<file path="src/rtl/core/assert_macros.svh">
// ----------------------------------------------------------------------------
// assert_macros.svh
// Clocked assertion helpers used by the RTL.
// ----------------------------------------------------------------------------
`ifndef ASSERT_MACROS_SVH
`define ASSERT_MACROS_SVH

// Property checked on every rising aclk edge, masked while in reset.
`define ASSERT_CLK(label, prop, msg) \
    label: assert property (@(posedge aclk) disable iff (!aresetn) (prop)) \
        else $error(msg);

// Implication checked on the following edge.
`define ASSERT_NEXT(label, ante, cons, msg) \
    label: assert property (@(posedge aclk) disable iff (!aresetn) (ante) |=> (cons)) \
        else $error(msg);

`endif

</file>
<file path="src/rtl/core/plom_pkg.sv">
// ----------------------------------------------------------------------------
// plom_pkg
// Types and constants of the price level order matcher.
// ----------------------------------------------------------------------------
package plom_pkg;

    localparam int DEF_QUEUE_DEPTH = 16;
    localparam int DEF_ID_BITS     = 16;
    localparam int DEF_QTY_BITS    = 32;
    localparam int PRICE_BITS      = 32;

    typedef enum logic [1:0] {
        OP_ADD    = 2'd0,
        OP_REMOVE = 2'd1,
        OP_CROSS  = 2'd2,
        OP_QUERY  = 2'd3
    } op_t;

    typedef enum logic [1:0] {
        FLAG_NONE = 2'd0,
        FLAG_FOK  = 2'd1,
        FLAG_AON  = 2'd2,
        FLAG_IOC  = 2'd3
    } flag_t;

    typedef enum logic [3:0] {
        EV_OPEN      = 4'd0,
        EV_CHANGE    = 4'd1,
        EV_CANCEL    = 4'd2,
        EV_FILL      = 4'd3,
        EV_TRADE     = 4'd4,
        EV_REMAIN    = 4'd5,
        EV_NO_ACTION = 4'd6,
        EV_AON_ABORT = 4'd7,
        EV_NOT_FOUND = 4'd8,
        EV_VOLUME    = 4'd9
    } event_t;

    typedef enum logic [3:0] {
        ST_IDLE,
        ST_Q_RD,
        ST_Q_CHK,
        ST_F_RD,
        ST_F_CHK,
        ST_F_DONE,
        ST_SH_RD,
        ST_SH_WR,
        ST_X_RD,
        ST_X_CHK,
        ST_EMIT
    } state_t;

endpackage

</file>
<file path="src/rtl/core/plom_ram.sv">
// ----------------------------------------------------------------------------
// plom_ram
// Simple dual-port RAM, one write port, one registered read port.
// ----------------------------------------------------------------------------
module plom_ram #(
    parameter int WIDTH = 8,
    parameter int DEPTH = 16
) (
    input  logic                     aclk,
    input  logic                     we,
    input  logic [$clog2(DEPTH)-1:0] waddr,
    input  logic [WIDTH-1:0]         wdata,
    input  logic                     re,
    input  logic [$clog2(DEPTH)-1:0] raddr,
    output logic [WIDTH-1:0]         rdata
);

    logic [WIDTH-1:0] mem [DEPTH];
    logic [WIDTH-1:0] rdata_reg;

    always_ff @(posedge aclk) begin
        if (we) begin
            mem[waddr] <= wdata;
        end
        if (re) begin
            rdata_reg <= mem[raddr];
        end
    end

    assign rdata = rdata_reg;

endmodule

</file>
<file path="src/rtl/core/plom_ctrl.sv">
// ----------------------------------------------------------------------------
// plom_ctrl
// Sequencer: walks the order queue in RAM and emits event words.
// ----------------------------------------------------------------------------
`include "assert_macros.svh"

module plom_ctrl import plom_pkg::*; #(
    parameter int QUEUE_DEPTH = DEF_QUEUE_DEPTH,
    parameter int ID_BITS     = DEF_ID_BITS,
    parameter int QTY_BITS    = DEF_QTY_BITS,
    localparam int IDX_W      = $clog2(QUEUE_DEPTH),
    localparam int E_W        = ID_BITS + 2 * QTY_BITS + 2
) (
    input  logic                  aclk,
    input  logic                  aresetn,
    input  logic [PRICE_BITS-1:0] level_price,
    input  logic                  s_valid,
    output logic                  s_ready,
    input  logic [1:0]            s_operation,
    input  logic [ID_BITS-1:0]    s_order_id,
    input  logic [PRICE_BITS-1:0] s_order_price,
    input  logic [QTY_BITS-1:0]   s_order_volume,
    input  logic [QTY_BITS-1:0]   s_order_filled,
    input  logic                  s_is_stop,
    input  logic [1:0]            s_order_flag,
    output logic                  m_valid,
    input  logic                  m_ready,
    output logic [3:0]            m_event_res,
    output logic [ID_BITS-1:0]    m_event_order_id,
    output logic [QTY_BITS-1:0]   m_event_volume,
    output logic [QTY_BITS-1:0]   m_event_filled,
    output logic                  m_is_maker,
    output logic                  m_last,
    output logic                  ram_we,
    output logic [IDX_W-1:0]      ram_waddr,
    output logic [E_W-1:0]        ram_wdata,
    output logic                  ram_re,
    output logic [IDX_W-1:0]      ram_raddr,
    input  logic [E_W-1:0]        ram_rdata
);

    localparam int CNT_W = $clog2(QUEUE_DEPTH + 1);
    localparam logic [CNT_W-1:0] DEPTH_C = CNT_W'(QUEUE_DEPTH);
    localparam logic [QTY_BITS-1:0] QMAX = '1;

    typedef struct packed {
        event_t              res;
        logic [ID_BITS-1:0]  id;
        logic [QTY_BITS-1:0] vol;
        logic [QTY_BITS-1:0] fil;
        logic                maker;
        logic                last;
    } ev_t;

    function automatic ev_t mk_ev(event_t r, logic [ID_BITS-1:0] i, logic [QTY_BITS-1:0] v,
                                  logic [QTY_BITS-1:0] f, logic mk, logic l);
        ev_t e;
        e.res   = r;
        e.id    = i;
        e.vol   = v;
        e.fil   = f;
        e.maker = mk;
        e.last  = l;
        return e;
    endfunction

    state_t              state_reg, state_next, ret_reg, ret_next;
    op_t                 op_reg, op_next;
    logic [ID_BITS-1:0]  id_reg, id_next;
    logic [QTY_BITS-1:0] vol_reg, vol_next, fil_reg, fil_next;
    logic                stop_reg, stop_next;
    logic [1:0]          flag_reg, flag_next;
    logic [CNT_W-1:0]    idx_reg, idx_next, pos_reg, pos_next, count_reg, count_next;
    logic [IDX_W-1:0]    head_reg, head_next;
    logic                found_reg, found_next;
    logic [QTY_BITS-1:0] sum_reg, sum_next;
    logic [E_W-1:0]      ent_reg, ent_next;
    ev_t                 pend_reg [3];
    ev_t                 pend_next [3];
    logic [1:0]          pn_reg, pn_next, pi_reg, pi_next;
    logic                ov_reg, ov_next;
    ev_t                 out_reg, out_next;

    logic [ID_BITS-1:0]  rd_id;
    logic [QTY_BITS-1:0] rd_vol, rd_fil, rd_rem, need, new_fil;
    logic [1:0]          rd_flag;
    logic [QTY_BITS:0]   sum_wide;
    logic [IDX_W-1:0]    head_inc;
    logic                out_free;

    function automatic logic [IDX_W-1:0] slot(logic [IDX_W-1:0] h, logic [CNT_W-1:0] i);
        logic [CNT_W:0] s;
        s = (CNT_W + 1)'(h) + (CNT_W + 1)'(i);
        if (s >= (CNT_W + 1)'(QUEUE_DEPTH)) begin
            s = s - (CNT_W + 1)'(QUEUE_DEPTH);
        end
        return s[IDX_W-1:0];
    endfunction

    assign rd_id   = ram_rdata[E_W-1 -: ID_BITS];
    assign rd_vol  = ram_rdata[2*QTY_BITS+1 -: QTY_BITS];
    assign rd_fil  = ram_rdata[QTY_BITS+1 -: QTY_BITS];
    assign rd_flag = ram_rdata[1:0];
    assign rd_rem  = (rd_vol > rd_fil) ? rd_vol - rd_fil : '0;
    assign need    = vol_reg - fil_reg;
    assign new_fil = rd_fil + need;
    assign sum_wide = {1'b0, sum_reg} + {1'b0, rd_rem};
    assign head_inc = (head_reg == IDX_W'(QUEUE_DEPTH - 1)) ? '0 : head_reg + 1'b1;
    assign out_free = !ov_reg || m_ready;

    always_ff @(posedge aclk) begin
        if (!aresetn) begin
            state_reg <= ST_IDLE;
            count_reg <= '0;
            head_reg  <= '0;
            ov_reg    <= 1'b0;
            pn_reg    <= '0;
            pi_reg    <= '0;
        end else begin
            state_reg <= state_next;
            count_reg <= count_next;
            head_reg  <= head_next;
            ov_reg    <= ov_next;
            pn_reg    <= pn_next;
            pi_reg    <= pi_next;
        end
        ret_reg   <= ret_next;
        op_reg    <= op_next;
        id_reg    <= id_next;
        vol_reg   <= vol_next;
        fil_reg   <= fil_next;
        stop_reg  <= stop_next;
        flag_reg  <= flag_next;
        idx_reg   <= idx_next;
        pos_reg   <= pos_next;
        found_reg <= found_next;
        sum_reg   <= sum_next;
        ent_reg   <= ent_next;
        out_reg   <= out_next;
        pend_reg  <= pend_next;
    end

    always_comb begin
        state_next = state_reg;
        ret_next   = ret_reg;
        op_next    = op_reg;
        id_next    = id_reg;
        vol_next   = vol_reg;
        fil_next   = fil_reg;
        stop_next  = stop_reg;
        flag_next  = flag_reg;
        idx_next   = idx_reg;
        pos_next   = pos_reg;
        count_next = count_reg;
        head_next  = head_reg;
        found_next = found_reg;
        sum_next   = sum_reg;
        ent_next   = ent_reg;
        pend_next  = pend_reg;
        pn_next    = pn_reg;
        pi_next    = pi_reg;
        ov_next    = ov_reg && !m_ready;
        out_next   = out_reg;
        ram_we     = 1'b0;
        ram_waddr  = '0;
        ram_wdata  = '0;
        ram_re     = 1'b0;
        ram_raddr  = '0;
        s_ready    = 1'b0;

        unique case (state_reg)
            ST_IDLE: begin
                s_ready = 1'b1;
                if (s_valid) begin
                    op_next    = op_t'(s_operation);
                    id_next    = s_order_id;
                    vol_next   = s_order_volume;
                    fil_next   = s_order_filled;
                    stop_next  = s_is_stop;
                    flag_next  = s_order_flag;
                    idx_next   = '0;
                    sum_next   = '0;
                    found_next = 1'b0;
                    pn_next    = 2'd1;
                    pi_next    = '0;
                    ret_next   = ST_IDLE;
                    unique case (op_t'(s_operation))
                        OP_QUERY: state_next = ST_Q_RD;
                        OP_REMOVE: begin
                            if (s_order_price != level_price) begin
                                pend_next[0] = mk_ev(EV_NOT_FOUND, s_order_id, s_order_volume,
                                                     s_order_filled, 1'b0, 1'b1);
                                state_next = ST_EMIT;
                            end else begin
                                state_next = ST_F_RD;
                            end
                        end
                        OP_CROSS: begin
                            if (s_is_stop) begin
                                state_next = ST_F_RD;
                            end else if (s_order_filled >= s_order_volume) begin
                                pend_next[0] = mk_ev(EV_NO_ACTION, s_order_id, s_order_volume,
                                                     s_order_filled, 1'b0, 1'b1);
                                state_next = ST_EMIT;
                            end else begin
                                state_next = ST_X_RD;
                            end
                        end
                        default: state_next = ST_F_RD;
                    endcase
                end
            end
            ST_Q_RD: begin
                if (idx_reg == count_reg) begin
                    pend_next[0] = mk_ev(EV_VOLUME, id_reg, sum_reg, '0, 1'b0, 1'b1);
                    pn_next    = 2'd1;
                    pi_next    = '0;
                    ret_next   = ST_IDLE;
                    state_next = ST_EMIT;
                end else begin
                    ram_re     = 1'b1;
                    ram_raddr  = slot(head_reg, idx_reg);
                    state_next = ST_Q_CHK;
                end
            end
            ST_Q_CHK: begin
                sum_next   = sum_wide[QTY_BITS] ? QMAX : sum_wide[QTY_BITS-1:0];
                idx_next   = idx_reg + 1'b1;
                state_next = ST_Q_RD;
            end
            ST_F_RD: begin
                if (idx_reg == count_reg) begin
                    state_next = ST_F_DONE;
                end else begin
                    ram_re     = 1'b1;
                    ram_raddr  = slot(head_reg, idx_reg);
                    state_next = ST_F_CHK;
                end
            end
            ST_F_CHK: begin
                if (rd_id == id_reg) begin
                    found_next = 1'b1;
                    pos_next   = idx_reg;
                    ent_next   = ram_rdata;
                    state_next = ST_F_DONE;
                end else begin
                    idx_next   = idx_reg + 1'b1;
                    state_next = ST_F_RD;
                end
            end
            ST_F_DONE: begin
                pn_next    = 2'd1;
                pi_next    = '0;
                ret_next   = ST_IDLE;
                state_next = ST_EMIT;
                if (op_reg == OP_REMOVE) begin
                    if (!found_reg) begin
                        pend_next[0] = mk_ev(EV_NOT_FOUND, id_reg, vol_reg, fil_reg, 1'b0, 1'b1);
                    end else begin
                        pend_next[0] = mk_ev(EV_CANCEL, ent_reg[E_W-1 -: ID_BITS],
                                             ent_reg[2*QTY_BITS+1 -: QTY_BITS],
                                             ent_reg[QTY_BITS+1 -: QTY_BITS], 1'b0, 1'b1);
                        idx_next = pos_reg;
                        ret_next = ST_SH_RD;
                    end
                end else if (stop_reg) begin
                    pend_next[0] = mk_ev(EV_NO_ACTION, id_reg, vol_reg, fil_reg, 1'b0, 1'b1);
                    if (!found_reg && count_reg < DEPTH_C) begin
                        ram_we     = 1'b1;
                        ram_waddr  = slot(head_reg, count_reg);
                        ram_wdata  = {id_reg, vol_reg, fil_reg, flag_reg};
                        count_next = count_reg + 1'b1;
                    end
                end else if (found_reg) begin
                    ram_we       = 1'b1;
                    ram_waddr    = slot(head_reg, pos_reg);
                    ram_wdata    = {id_reg, vol_reg, fil_reg, flag_reg};
                    pend_next[0] = mk_ev(EV_CHANGE, id_reg, vol_reg, fil_reg, 1'b0, 1'b1);
                end else if (count_reg >= DEPTH_C) begin
                    pend_next[0] = mk_ev(EV_NO_ACTION, id_reg, vol_reg, fil_reg, 1'b0, 1'b1);
                end else begin
                    ram_we       = 1'b1;
                    ram_waddr    = slot(head_reg, count_reg);
                    ram_wdata    = {id_reg, vol_reg, fil_reg, flag_reg};
                    count_next   = count_reg + 1'b1;
                    pend_next[0] = mk_ev(EV_OPEN, id_reg, vol_reg, fil_reg, 1'b0, 1'b1);
                end
            end
            ST_SH_RD: begin
                if (idx_reg + 1'b1 >= count_reg) begin
                    count_next = count_reg - 1'b1;
                    state_next = ST_IDLE;
                end else begin
                    ram_re     = 1'b1;
                    ram_raddr  = slot(head_reg, idx_reg + 1'b1);
                    state_next = ST_SH_WR;
                end
            end
            ST_SH_WR: begin
                ram_we     = 1'b1;
                ram_waddr  = slot(head_reg, idx_reg);
                ram_wdata  = ram_rdata;
                idx_next   = idx_reg + 1'b1;
                state_next = ST_SH_RD;
            end
            ST_X_RD: begin
                if (fil_reg >= vol_reg || count_reg == '0) begin
                    pend_next[0] = mk_ev((fil_reg >= vol_reg) ? EV_TRADE : EV_REMAIN,
                                         id_reg, vol_reg, fil_reg, 1'b0, 1'b1);
                    pn_next    = 2'd1;
                    pi_next    = '0;
                    ret_next   = ST_IDLE;
                    state_next = ST_EMIT;
                end else begin
                    ram_re     = 1'b1;
                    ram_raddr  = head_reg;
                    state_next = ST_X_CHK;
                end
            end
            ST_X_CHK: begin
                pi_next    = '0;
                ret_next   = ST_X_RD;
                state_next = ST_EMIT;
                head_next  = head_inc;
                count_next = count_reg - 1'b1;
                if (rd_rem > need) begin
                    if (rd_flag == FLAG_FOK || rd_flag == FLAG_AON) begin
                        pend_next[0] = mk_ev(EV_CANCEL, rd_id, rd_vol, rd_fil, 1'b1, 1'b0);
                        pn_next = 2'd1;
                    end else begin
                        fil_next     = vol_reg;
                        pend_next[0] = mk_ev(EV_FILL, id_reg, vol_reg, vol_reg, 1'b0, 1'b0);
                        pend_next[1] = mk_ev(EV_CHANGE, rd_id, rd_vol, new_fil, 1'b1, 1'b0);
                        if (rd_flag == FLAG_IOC) begin
                            pend_next[2] = mk_ev(EV_CANCEL, rd_id, rd_vol, new_fil, 1'b1, 1'b0);
                            pn_next = 2'd3;
                        end else begin
                            ram_we     = 1'b1;
                            ram_waddr  = head_reg;
                            ram_wdata  = {rd_id, rd_vol, new_fil, rd_flag};
                            head_next  = head_reg;
                            count_next = count_reg;
                            pn_next    = 2'd2;
                        end
                    end
                end else if (rd_rem < need) begin
                    fil_next = fil_reg + rd_rem;
                    if (flag_reg == FLAG_AON) begin
                        head_next    = head_reg;
                        count_next   = count_reg;
                        pend_next[0] = mk_ev(EV_AON_ABORT, id_reg, vol_reg, fil_reg + rd_rem,
                                             1'b0, 1'b1);
                        pn_next  = 2'd1;
                        ret_next = ST_IDLE;
                    end else begin
                        pend_next[0] = mk_ev(EV_CHANGE, id_reg, vol_reg, fil_reg + rd_rem,
                                             1'b0, 1'b0);
                        pend_next[1] = mk_ev(EV_FILL, rd_id, rd_vol, rd_vol, 1'b1, 1'b0);
                        pn_next = 2'd2;
                    end
                end else begin
                    fil_next     = vol_reg;
                    pend_next[0] = mk_ev(EV_FILL, id_reg, vol_reg, vol_reg, 1'b0, 1'b0);
                    pend_next[1] = mk_ev(EV_FILL, rd_id, rd_vol, rd_vol, 1'b1, 1'b0);
                    pn_next = 2'd2;
                end
            end
            ST_EMIT: begin
                if (pi_reg == pn_reg) begin
                    state_next = ret_reg;
                end else if (out_free) begin
                    ov_next  = 1'b1;
                    out_next = pend_reg[pi_reg];
                    pi_next  = pi_reg + 1'b1;
                end
            end
            default: state_next = ST_IDLE;
        endcase
    end

    assign m_valid          = ov_reg;
    assign m_event_res      = out_reg.res;
    assign m_event_order_id = out_reg.id;
    assign m_event_volume   = out_reg.vol;
    assign m_event_filled   = out_reg.fil;
    assign m_is_maker       = out_reg.maker;
    assign m_last           = out_reg.last;

    `ASSERT_CLK(a_count_bound, count_reg <= DEPTH_C, "queue count beyond depth")
    `ASSERT_CLK(a_pend_index, pi_reg <= pn_reg, "event index past pending count")
    `ASSERT_NEXT(a_accept_leaves_idle, s_valid && s_ready, state_reg != ST_IDLE,
                 "accepted word did not start work")

endmodule

</file>
<file path="src/rtl/core/price_level_order_matcher_top.sv">
// ----------------------------------------------------------------------------
// price_level_order_matcher_top
// One price level of an order book: FIFO of resting orders in RAM.
// ----------------------------------------------------------------------------
// Add and matching-price remove scan the live orders for the id; query sums remainders.
// Remove shifts the tail down one slot per moved entry after its cancel event.
// Cross: each maker is read from the queue head and its events emitted before the next.
// Throughput: one word at a time; the RAM read port paces each queue step.
// Reset: queue empty, head 0, level_price 0; RAM contents are not cleared.
module price_level_order_matcher_top import plom_pkg::*; #(
    parameter int QUEUE_DEPTH = DEF_QUEUE_DEPTH,
    parameter int ID_BITS     = DEF_ID_BITS,
    parameter int QTY_BITS    = DEF_QTY_BITS
) (
    input  logic                  aclk,
    input  logic                  aresetn,
    input  logic                  cfg_wr_en,
    input  logic [PRICE_BITS-1:0] cfg_wr_data,
    input  logic                  s_valid,
    output logic                  s_ready,
    input  logic [1:0]            s_operation,
    input  logic [ID_BITS-1:0]    s_order_id,
    input  logic [PRICE_BITS-1:0] s_order_price,
    input  logic [QTY_BITS-1:0]   s_order_volume,
    input  logic [QTY_BITS-1:0]   s_order_filled,
    input  logic                  s_is_stop,
    input  logic [1:0]            s_order_flag,
    output logic                  m_valid,
    input  logic                  m_ready,
    output logic [3:0]            m_event_res,
    output logic [ID_BITS-1:0]    m_event_order_id,
    output logic [QTY_BITS-1:0]   m_event_volume,
    output logic [QTY_BITS-1:0]   m_event_filled,
    output logic                  m_is_maker,
    output logic                  m_last
);

    localparam int IDX_W = $clog2(QUEUE_DEPTH);
    localparam int E_W   = ID_BITS + 2 * QTY_BITS + 2;

    logic [PRICE_BITS-1:0] price_reg;
    logic                  ram_we, ram_re;
    logic [IDX_W-1:0]      ram_waddr, ram_raddr;
    logic [E_W-1:0]        ram_wdata, ram_rdata;

    always_ff @(posedge aclk) begin
        if (!aresetn) begin
            price_reg <= '0;
        end else if (cfg_wr_en) begin
            price_reg <= cfg_wr_data;
        end
    end

    plom_ram #(
        .WIDTH (E_W),
        .DEPTH (QUEUE_DEPTH)
    ) u_ram (
        .aclk  (aclk),
        .we    (ram_we),
        .waddr (ram_waddr),
        .wdata (ram_wdata),
        .re    (ram_re),
        .raddr (ram_raddr),
        .rdata (ram_rdata)
    );

    plom_ctrl #(
        .QUEUE_DEPTH (QUEUE_DEPTH),
        .ID_BITS     (ID_BITS),
        .QTY_BITS    (QTY_BITS)
    ) u_ctrl (
        .aclk             (aclk),
        .aresetn          (aresetn),
        .level_price      (price_reg),
        .s_valid          (s_valid),
        .s_ready          (s_ready),
        .s_operation      (s_operation),
        .s_order_id       (s_order_id),
        .s_order_price    (s_order_price),
        .s_order_volume   (s_order_volume),
        .s_order_filled   (s_order_filled),
        .s_is_stop        (s_is_stop),
        .s_order_flag     (s_order_flag),
        .m_valid          (m_valid),
        .m_ready          (m_ready),
        .m_event_res      (m_event_res),
        .m_event_order_id (m_event_order_id),
        .m_event_volume   (m_event_volume),
        .m_event_filled   (m_event_filled),
        .m_is_maker       (m_is_maker),
        .m_last           (m_last),
        .ram_we           (ram_we),
        .ram_waddr        (ram_waddr),
        .ram_wdata        (ram_wdata),
        .ram_re           (ram_re),
        .ram_raddr        (ram_raddr),
        .ram_rdata        (ram_rdata)
    );

endmodule

</file>
<file path="config.mk">
export PLATFORM = sky130hd
export DESIGN_NAME = price_level_order_matcher_top
export DESIGN_NICKNAME = d
export VERILOG_FILES = /design/src/rtl/core/plom_pkg.sv /design/src/rtl/core/plom_ram.sv /design/src/rtl/core/plom_ctrl.sv /design/src/rtl/core/price_level_order_matcher_top.sv
export VERILOG_INCLUDE_DIRS = /design/src /design/src/rtl/core
export SDC_FILE = /design/constraint.sdc
export NUM_CORES = 2
export LEC_CHECK = 0
export BUFFER_PORTS_ARGS = -buffer_cell sky130_fd_sc_hd__buf_4
export CORE_MARGIN = 5
export CORE_UTILIZATION = 55
export CTS_BUF_LIST = sky130_fd_sc_hd__clkbuf_16
export DETAILED_ROUTE_END_ITERATION = 8
export GPL_TIMING_DRIVEN = 1
export PLACE_DENSITY = 0.75
export SYNTH_ARGS = -nofsm -noshare
export SYNTH_HDL_FRONTEND = slang
export SYNTH_SLANG_ARGS = --single-unit
</file>
<file path="constraint.sdc">
create_clock -name aclk -period 16.7 [get_ports aclk]
set_input_delay 3.34 -clock aclk [delete_from_list [all_inputs] [get_ports aclk]]
set_output_delay 3.34 -clock aclk [all_outputs]
set_load 0.02 [all_outputs]
</file>
==> impl_metrics.ini <==
[synthesis]
postSynthCellCount = 7124
synthArstFlopShare_pct = 0
yosysUniqueCellTypes = 80
synth_area_um2 = 90100
synth-seq-cells = 1987
ys.warnings.count = 0
synth-edff-count = 1937
synth.avg_cell_area_um2 = 12.6
synthesis.nets = 7538
synth-seq-area-share_pct = 65.7
synth_ff_type = edfxtp_1

[clock_network]
post_cts_buffers = 0
cts-htree-levels = 4
clock-sinks = 1987
cts-root-buf = clkbuf_16
numCtsBuffers = 190
ctsResizeCount = 0
clk_pin_slew_ns = 0.07
clock_path_buffers = 3
cts_hold_buf = 0
clock_latency_ns = 0.86
tritoncts = yes

[setup_path]
worst-setup-path-type = flop to flop
critPathRequiredTime_ns = 17.16
cp.arrival_ns = 10.12
critPathLaunchType = flop
cpPeakStageDelay_ns = 0.91
critical_path.top_delay_family = compound AO/OA/AOI/OAI gates
crit_slowest_cell = nor2_4
crit_buf_inv = 1
crit_fanout = 58
crit_chain = ha_1 -> nand4_1 -> a21oi_1 -> o21ai_0 -> nand2_1 -> a21boi_0 -> o21ai_0 -> a21oi_1 -> o31ai_1 -> a211oi_1 -> or3_1 -> a21oi_1 -> ha_1 -> nand4_1 -> nor2_1 -> nand4_1 -> o221a_2 -> o41a_1 -> nor4b_4 -> nand2_1 -> nand2_1 -> o221ai_1 -> nor2_4 -> buf_4
end_kind = flop

[timing]
finalSetupViolCount = 0
clock.fmax_mhz = 103
period_minus_slack_ns = 9.67
finClkSkew_ns = 0.0442
rsz0062_at_grt = false
worst_pin_slew_ns = 1.38
relSlewSlack_pct = 7.18
drv_slew = 0
finalCritPeriodShare_pct = 57.9
fin_tns_setup_ns = 0
hold_viol_final = 0
hold_ws_ns = 0.503

[die]
ios = 242
fp.dieArea_um2 = 172000
die_y_um = 415
die_w_um = 415
start_util_pct = 55.4
coreArea_um2 = 163000
rows = 148

[power_and_ir_drop]
finalPower_uw = 15100
switching_share_pct = 35.4
power.density_nw_per_um2 = 151
clockPowerShare_pct = 27.4
p_comb_share_pct = 31.7
p_int_uw = 9760
ir_drop_v = 0.000130
p_switching_uw = 5360
p_leak_uw = 0.0327
p_seq_share_pct = 40.9

[place]
gp_congestion = 1.07
hpwlAfterDp_um = 177000
portBuffers = 241
placed_cells = 9230

[final_layout]
largest_reg_flops = 1312
seq_area_um2 = 59200
nNetsFinal = 7661
fillerInstances = 12100
final_layout_size_suffix_gt1_share_pct = 9.38
syn2layout_area_growth_pct = 11.1
multi_input_area_um2 = 28800
layout.cells.non_filler = 9586

[status]
outcome = finished with violations
violations = design-rule violations

[grt]
antenna_found_initial = 3
grt_max_degree = 170
first_global_vias = 58700
grt.overflow.total = 0
track_usage_pct = 29.7
grt_pass1_wl_um = 386000

[route]
vias = 62300
wire_per_inst_um = 27.6
drc_errors = 4
drtPass1Iterations = 9
drt_iter0_drc = 9818
ant_nets = 0
vias_per_cell = 6.50
wl_um = 264000

[run]
drv_cap = 0

[hold_path]
hold_path_class = flop to flop
-- power by group through the flow --
stage	Sequential [µW]	Combinational (µW)	Clock (µW)
4_1_cts	6160	4670	4180
3_5_place_dp	6260	4640	0
2_1_floorplan	6150	3200	0
3_3_place_gp	6260	4610	0
5_1_grt	6190	5140	4390
6_report	6190	4790	4140
-- cell type report --
class	count	area share, %
sequential	1987	59.1
multi-input combinational	4493	28.7
clock buffer	193	4.82
tap	2175	2.72
timing repair buffer	347	2.63
clock inverter	161	1.17
inverter	228	0.855
antenna	2	0.00500
-- synth_stat cells, types with 5 or more instances --
cell	instances	area (µm²)
a31oi_1	19	119
o211a_1	7	70.1
xor2_1	119	1040
nor4_1	17	106
a21boi_0	12	90.1
or3_1	12	75.1
o21bai_1	25	188
edfxtp_1	1937	58200
a2111oi_0	5	43.8
a32oi_1	164	1440
buf_2	34	170
mux2i_1	291	2910
or2_2	7	43.8
a22o_1	68	596
o31ai_1	20	150
a21oi_2	5	43.8
a211o_1	6	52.6
nand4_1	38	238
and3_1	23	144
a22oi_1	182	1370
inv_1	227	852
nand2_1	1208	4530
nor2_1	195	732
ha_1	250	3130
nor2b_1	68	425
a221oi_1	24	210
a211oi_1	13	97.6
o21ai_0	235	1180
buf_1	31	116
a21o_1	157	1180
dfxtp_1	50	1000
a222oi_1	82	821
a21oi_1	604	3020
and2_1	63	394
fa_1	10	200
a221o_1	27	270
nor3_1	32	160
nand2b_1	42	263
o211ai_1	19	143
xnor2_1	106	928
o22ai_1	13	81.3
o21a_1	19	143
clkbuf_1	348	1310
nand3_1	241	1210
-- worst register-to-register path, stage by stage, from the launching register on --
cell,delay (ns)
edfxtp_1,0.54
ha_1,0.47
nand4_1,0.22
a21oi_1,0.35
o21ai_0,0.27
nand2_1,0.21
a21boi_0,0.16
o21ai_0,0.44
a21oi_1,0.23
o31ai_1,0.44
a211oi_1,0.18
or3_1,0.37
a21oi_1,0.41
ha_1,0.25
nand4_1,0.18
nor2_1,0.19
nand4_1,0.32
o221a_2,0.42
o41a_1,0.24
nor4b_4,0.54
nand2_1,0.42
nand2_1,0.17
o221ai_1,0.45
nor2_4,0.91
buf_4,0.83
-- final timing paths --
path | from | to | slack (ns) | cells after the start
min | u_ctrl.pend_reg[117]$_DFFE_PP_ | u_ctrl.m_event_filled[29]$_DFFE_PP_ | 0.50 | 2
max reg2reg | u_ram.rdata[40]$_DFFE_PP_ | u_ram.mem[15][56]$_DFFE_PP_ | 7.03 | 24
max | u_ram.rdata[40]$_DFFE_PP_ | u_ram.mem[15][56]$_DFFE_PP_ | 7.03 | 24
min reg2reg | u_ctrl.pend_reg[117]$_DFFE_PP_ | u_ctrl.m_event_filled[29]$_DFFE_PP_ | 0.50 | 2
-- cells in the final DEF, fill, tap and decap left out, types with 27 or more instances in the layout --
master,n
edfxtp_1,1937
nand2_1,1204
a21oi_1,602
buf_4,345
mux2i_1,291
inv_1,262
ha_1,250
nand3_1,238
o21ai_0,235
clkbuf_16,193
a22oi_1,182
nor2_1,176
a32oi_1,164
a21o_1,157
xor2_1,119
xnor2_1,106
a222oi_1,82
a22o_1,68
nor2b_1,64
and2_1,61
clkinv_1,48
dfxtp_1,48
nand2b_1,42
clkinv_2,41
nand4_1,38
nor3_1,28
a221o_1,27
-- metrics by stage --
step / cell area, µm² / util (%) / setup WS [ns]
floorplan: 90100 / - / 5.43
global placement: 94100 / 57.8 / 7.31
detailed placement: 94100 / 57.8 / 7.18
CTS: 100000 / 61.5 / 7.13
global route: 100000 / 61.5 / 6.61
finish: 100000 / 61.5 / 7.03
-- per-layer routing --
layer / part of all wire (%) / GRT usage (%)
met5: 0.063 / 0
met4: 3.4 / 9.70
met3: 13 / 6.85
met2: 43 / 42.9
met1: 40 / 44.9
-- kinds of logic (layout without fill, tap and decap cells) --
logic type      count (synthesis)  in the layout  synth area share [%]
compound gates               1745           1745                  12.9
xor+xnor                      225            225                  2.19
fa+ha+maj                     263            263                  3.73
buf+inv                       644            929                  2.75
flops                        1987           1987                  65.7
mux                           295            295                  3.28
other cells                     0              2                     0
simple gates                 1965           1965                  9.45
Power figures use the tool's default switching activity.
